==> src/rtl/core/asf_pkg.sv <==
// Shared types and constants for the audio sample FIFO.
// No dependencies; imported by asf_ctrl and the top level of the block.
`timescale 1ns / 1ps
`default_nettype none

package asf_pkg;

    localparam int CMD_W      = 2;
    localparam int SMP_W      = 16;
    localparam int CNT_W      = 18;
    localparam int IN_DATA_W  = 40;   // 35 payload bits padded to whole bytes
    localparam int OUT_DATA_W = 40;   // 38 payload bits padded to whole bytes

    // command codes
    localparam logic [CMD_W-1:0] CMD_PUSH  = 2'd0;
    localparam logic [CMD_W-1:0] CMD_READ  = 2'd1;
    localparam logic [CMD_W-1:0] CMD_SKIP  = 2'd2;
    localparam logic [CMD_W-1:0] CMD_PAUSE = 2'd3;

    // config register indexes
    localparam logic CFG_CAPACITY = 1'b0;
    localparam logic CFG_PREFILL  = 1'b1;

    localparam logic [CNT_W-1:0] CAP_RESET     = 18'd131072;
    localparam logic [CNT_W-1:0] PREFILL_RESET = 18'd2048;

    // status side of one result beat (sample comes from the RAM)
    typedef struct packed {
        logic [CNT_W-1:0] level;
        logic             from_queue;
        logic             starving;
        logic             dropped_oldest;
        logic             playing;
    } t_rsp;

endpackage

`default_nettype wire

==> src/rtl/core/asf_ctrl.sv <==
// Pointer, level and prefill/pause control of the sample FIFO.
// Depends on asf_pkg; drives the ports of asf_ram.
`timescale 1ns / 1ps
`default_nettype none

module asf_ctrl
    import asf_pkg::*;
#(
    parameter int DEPTH = 131072
) (
    input  wire logic                     i_clk,
    input  wire logic                     i_rst_n,
    input  wire logic                     i_cfg_we,
    input  wire logic                     i_cfg_idx,
    input  wire logic [CNT_W-1:0]         i_cfg_wdata,
    input  wire logic                     i_go,
    input  wire logic [CMD_W-1:0]         i_cmd,
    input  wire logic [SMP_W-1:0]         i_sample,
    input  wire logic [CNT_W-1:0]         i_skip,
    input  wire logic                     i_pause,
    output logic                          o_wr_en,
    output logic      [$clog2(DEPTH)-1:0] o_wr_addr,
    output logic      [SMP_W-1:0]         o_wr_data,
    output logic                          o_rd_en,
    output logic      [$clog2(DEPTH)-1:0] o_rd_addr,
    output t_rsp                          o_rsp
);

    localparam int PW = $clog2(DEPTH);
    localparam int AW = ((PW > CNT_W) ? PW : CNT_W) + 1;

    function automatic logic [AW-1:0] eff_cap(input logic [CNT_W-1:0] v);
        logic [AW-1:0] e;
        e = AW'(v);
        if (v == '0) begin
            e = AW'(1);
        end else if (e > AW'(DEPTH)) begin
            e = AW'(DEPTH);
        end
        return e;
    endfunction

    // one wrap is enough: pointer < cap and step <= cap
    function automatic logic [PW-1:0] advance(input logic [PW-1:0] p,
                                              input logic [AW-1:0] n,
                                              input logic [AW-1:0] cap);
        logic [AW-1:0] q;
        q = AW'(p) + n;
        if (q >= cap) begin
            q = q - cap;
        end
        return q[PW-1:0];
    endfunction

    logic [AW-1:0]    r_cap, n_cap;
    logic [CNT_W-1:0] r_thr, n_thr;
    logic [PW-1:0]    r_head, n_head;
    logic [PW-1:0]    r_tail, n_tail;
    logic [CNT_W-1:0] r_level, n_level;
    logic             r_await, n_await;
    logic             r_paused, n_paused;
    t_rsp             r_rsp, n_rsp;

    logic             full;
    logic [CNT_W-1:0] skip_n;

    always_comb begin
        n_cap    = r_cap;
        n_thr    = r_thr;
        n_head   = r_head;
        n_tail   = r_tail;
        n_level  = r_level;
        n_await  = r_await;
        n_paused = r_paused;
        n_rsp    = r_rsp;
        o_wr_en  = 1'b0;
        o_rd_en  = 1'b0;
        full     = AW'(r_level) >= r_cap;
        skip_n   = (i_skip < r_level) ? i_skip : r_level;

        if (i_cfg_we) begin
            if (i_cfg_idx == CFG_CAPACITY) begin
                n_cap   = eff_cap(i_cfg_wdata);
                n_head  = '0;
                n_tail  = '0;
                n_level = '0;
                n_await = 1'b1;
            end else begin
                n_thr = i_cfg_wdata;
            end
        end

        if (i_go) begin
            n_rsp.from_queue     = 1'b0;
            n_rsp.starving       = 1'b0;
            n_rsp.dropped_oldest = 1'b0;
            case (i_cmd)
                CMD_PUSH: begin
                    o_wr_en = 1'b1;
                    n_tail  = advance(r_tail, AW'(1), r_cap);
                    if (full) begin
                        n_head               = advance(r_head, AW'(1), r_cap);
                        n_rsp.dropped_oldest = 1'b1;
                    end else begin
                        n_level = r_level + CNT_W'(1);
                    end
                    if (r_await && n_level >= r_thr) begin
                        n_await = 1'b0;
                    end
                end
                CMD_READ: begin
                    if (!r_paused) begin
                        if (r_level == '0) begin
                            n_rsp.starving = 1'b1;
                        end else begin
                            o_rd_en          = 1'b1;
                            n_head           = advance(r_head, AW'(1), r_cap);
                            n_level          = r_level - CNT_W'(1);
                            n_rsp.from_queue = 1'b1;
                        end
                    end
                end
                CMD_SKIP: begin
                    n_head  = advance(r_head, AW'(skip_n), r_cap);
                    n_level = r_level - skip_n;
                end
                CMD_PAUSE: begin
                    if (r_paused != i_pause) begin
                        n_head   = '0;
                        n_tail   = '0;
                        n_level  = '0;
                        n_await  = 1'b1;
                        n_paused = i_pause;
                    end
                end
                default: begin
                end
            endcase
            n_rsp.level   = n_level;
            n_rsp.playing = !n_await && !n_paused;
        end
    end

    always_ff @(posedge i_clk) begin
        if (!i_rst_n) begin
            r_cap    <= eff_cap(CAP_RESET);
            r_thr    <= PREFILL_RESET;
            r_head   <= '0;
            r_tail   <= '0;
            r_level  <= '0;
            r_await  <= 1'b1;
            r_paused <= 1'b0;
            r_rsp    <= '0;
        end else begin
            r_cap    <= n_cap;
            r_thr    <= n_thr;
            r_head   <= n_head;
            r_tail   <= n_tail;
            r_level  <= n_level;
            r_await  <= n_await;
            r_paused <= n_paused;
            r_rsp    <= n_rsp;
        end
    end

    assign o_wr_addr = r_tail;
    assign o_wr_data = i_sample;
    assign o_rd_addr = r_head;
    assign o_rsp     = r_rsp;

endmodule

`default_nettype wire

==> config.mk <==
export PLATFORM = sky130hd
export DESIGN_NAME = asf_ctrl
export DESIGN_NICKNAME = d
export VERILOG_FILES = /design/src/rtl/core/asf_pkg.sv /design/src/rtl/core/asf_ctrl.sv
export SDC_FILE = /design/constraint.sdc
export NUM_CORES = 1
export LEC_CHECK = 0
export ABC_AREA = 0
export BUFFER_PORTS_ARGS = -buffer_cell sky130_fd_sc_hd__buf_2
export CAP_MARGIN = 20
export CORE_MARGIN = 3
export CORE_UTILIZATION = 58
export DETAILED_ROUTE_END_ITERATION = 16
export HOLD_SLACK_MARGIN = 0.03
export PLACE_DENSITY_LB_ADDON = 0.3
export SETUP_SLACK_MARGIN = 0.02
export SLEW_MARGIN = 20
export SYNTH_ARGS = -nofsm -noshare
export SYNTH_HDL_FRONTEND = slang
export SYNTH_SLANG_ARGS = --single-unit
==> constraint.sdc <==
create_clock -name i_clk -period 13.3 [get_ports i_clk]
set_input_delay 1.995 -clock i_clk [delete_from_list [all_inputs] [get_ports i_clk]]
set_output_delay 1.995 -clock i_clk [all_outputs]
set_load 0.005 [all_outputs]
==> flow_summary.json <==
{
  "synth-main-ff-cell": "dfxtp_1",
  "htreeDepth": 3,
  "status": "finished, final reports clean",
  "via_count": 13560,
  "fp-row-count": 54,
  "routed_wl_microns": 42900,
  "yosysMostFrequentCell": "nand2_1",
  "dp_cells": 2048,
  "cellPowerDensity_mw_per_mm2": 120,
  "drv_slew": 0,
  "crit_path_start_kind": "input pin",
  "layout_setup_ws_ns": 4.50,
  "syn-num-nets": 1965,
  "cts_setup_buffers": 0,
  "crit_start": "i_skip[17]",
  "core_area_sq_mm": 0.0220,
  "synth.distinct_cells": 104,
  "synth_edf_count": 0,
  "cts_made_buffers": 9,
  "fill_cells": 2011,
  "hp-class": "register to register",
  "synthTopCellsByArea": "dfxtp_1 17%, ha_1 14%, nand2_1 6.1%",
  "irDropWorstVdd_mv": 0.0809,
  "fin_crit_sh_pct": 66.2,
  "reg2reg_from": "r_level[17]",
  "syn_area_sq_mm": 0.0131,
  "antenna_found_initial": 0,
  "fin_util_pct": 63.2,
  "chipHeight_microns": 156,
  "drc_errors": 0,
  "ios": 134,
  "cts_sinks": 112,
  "synth_top_area_share_pct": 17.1,
  "path_clk_slew_ns": 0.09,
  "die-area_sq_mm": 0.0244,
  "cp-end-kind": "register",
  "dpl.hpwl_microns": 32400,
  "postSynthAreaPerCell_sq_um": 7.48,
  "grt_first_pass_wirelength_microns": 66700,
  "area_delta_synth_final_pct": 6.26,
  "crit_path_max_fanout": 22,
  "ff_latch_area_sq_mm": 0.00224,
  "multi_input_area_sq_mm": 0.00999,
  "relSlewSlack_pct": 24.0,
  "via_per_inst": 6.56,
  "tns_ns": 0,
  "tightestPinTransition_ns": 1.14,
  "grt_max_degree": 59,
  "clockBufferDepth": 2,
  "place.gp.congestion": 0.943,
  "clock_latency_ns": 0.37,
  "rsz0062_at_grt": "false",
  "grt.total_usage_pct": 34.1,
  "synth-seq-cells": 112,
  "first_pass_iters": 6,
  "synth_cells": 1750,
  "nets": 1995,
  "fmax_mhz": 114,
  "ant_nets": 0,
  "ys_warn_count": 0,
  "finalHoldViolations": 0,
  "cts_hold_buf": 0,
  "cts_tree": "built",
  "critPathKind": "input pin to register",
  "arrival_ns": 9.02,
  "drive_above_1_share_pct": 10.6,
  "synthTopCellsByCount": "212 x nand2_1, 150 x ha_1, 125 x a21oi_1, 112 x dfxtp_1, 102 x nor2_1",
  "synth_seq_area_share_pct": 17.1,
  "grt_overflow": 0,
  "design_area_sq_mm": 0.0139,
  "clock-root-buffer": "clkbuf_16",
  "p_leak_nw": 6.38,
  "crit_required_ns": 13.52,
  "instances_no_fill": 2067,
  "finalClockSkew_ns": 0.0106,
  "grt_pass1_vias": 12614,
  "place_ws_ns": 4.25,
  "async_flop_share_pct": 0,
  "setup_violations": 0,
  "place_area_sq_mm": 0.0136,
  "first_iter_violations": 1614,
  "wire_per_inst_microns": 20.8,
  "min_period_ns": 8.80,
  "yosys.area.top_type": "dfxtp_1",
  "io_buffers": 101,
  "maxCapViolations": 0,
  "initial_utilization_pct": 59.4,
  "post_cts_resized": 0,
  "hp-start": "o_rsp[6]",
  "dieWidth_microns": 156
}
## sequential cells by signal, indices dropped and copies added (netlist names)
name	flops
o_rsp	22
r_cap	18
r_level	18
r_thr	18
o_rd_addr	17
o_wr_addr	17
r_await	1
r_paused	1
## cell usage in the layout (no fill, tap or decap), types with 40 or more instances in the layout
master   Yosys  routed
a21oi_1    125     125
ha_1       150     150
nor2_1     102     101
nor3_1      40      40
nand3_1     62      62
o21ai_0     83      83
xnor2_1     57      57
a21o_1      64      64
nand2_1    212     212
inv_1       99      99
dfxtp_1    112     112
buf_2        9     101
## cell families (layout without fill, tap and decap cells)
logic type,after synthesis,in the layout,synth area share (%)
adder cells (fa/ha/maj),156,156,15.2
other,0,2,0
buffers and inverters,200,235,6.78
flip-flops,112,112,17.1
AO/OA/AOI/OAI,542,542,28.7
AND/OR/NAND/NOR,606,606,22.7
XOR/XNOR,90,90,6.02
multiplexers,44,44,3.46
## critical path, cell delays in order
cell and delay, ns:
buf_2 0.12, ha_1 0.33, a21oi_1 0.15, o21ai_1 0.11
a211oi_1 0.32, o21ai_0 0.20, o21ai_2 0.58, buf_4 0.36
nor2_1 0.06, a21o_1 0.19, ha_1 0.24, or3_1 0.42
a21oi_1 0.28, nor3_1 0.15, o311ai_0 0.56, nand2b_1 0.10
a2111oi_0 0.44, nor3_1 0.13, xnor2_1 0.14, ha_1 0.34
o211a_1 0.17, a221oi_4 0.34, o31ai_4 0.31, mux2_1 0.41
a2111oi_0 0.44, a311oi_1 0.09
## path summary, 6_finish.rpt
check,endpoint,slack (ns),depth (start not counted)
worst max-delay path,o_rd_addr[13],4.50,26
worst min register to register,o_rsp[6],0.45,2
worst min-delay path,o_rsp[6],0.45,2
worst max register to register,o_rd_addr[13],5.27,26
## report_power, final
part           total (W)  switching, W  internal, W
Sequential      0.000399     0.0000419     0.000357
Combinational   0.000985      0.000574     0.000411
Clock           0.000288      0.000153     0.000136
Total            0.00167      0.000769     0.000904
## per-stage QoR
stage	total power [W]	hold WS, ns
final	0.00167	0.448
after global routing	0.00178	0.469
after CTS	0.00165	0.450
after detailed placement	0.00136	0.431
after global placement	0.00134	0.428
after floorplan	0.00115	0.439
## per-layer routing
metal	global-route usage (%)	up-vias	part of all wire [%]
li1	-	6427	-
met1	45.5	6342	43
met2	54.9	676	44
met3	4.48	115	8.5
met4	15.5	0	4.8
met5	0	-	0
## final cells by class
class,count,area share [%]
clock buffer,9,1.62
timing repair buffer,117,4.54
antenna,2,0.0360
clock inverter,7,0.576
inverter,102,2.75
tap,280,2.52
sequential,112,16.1
multi-input combinational,1438,71.8
Power figures use the tool's default switching activity.
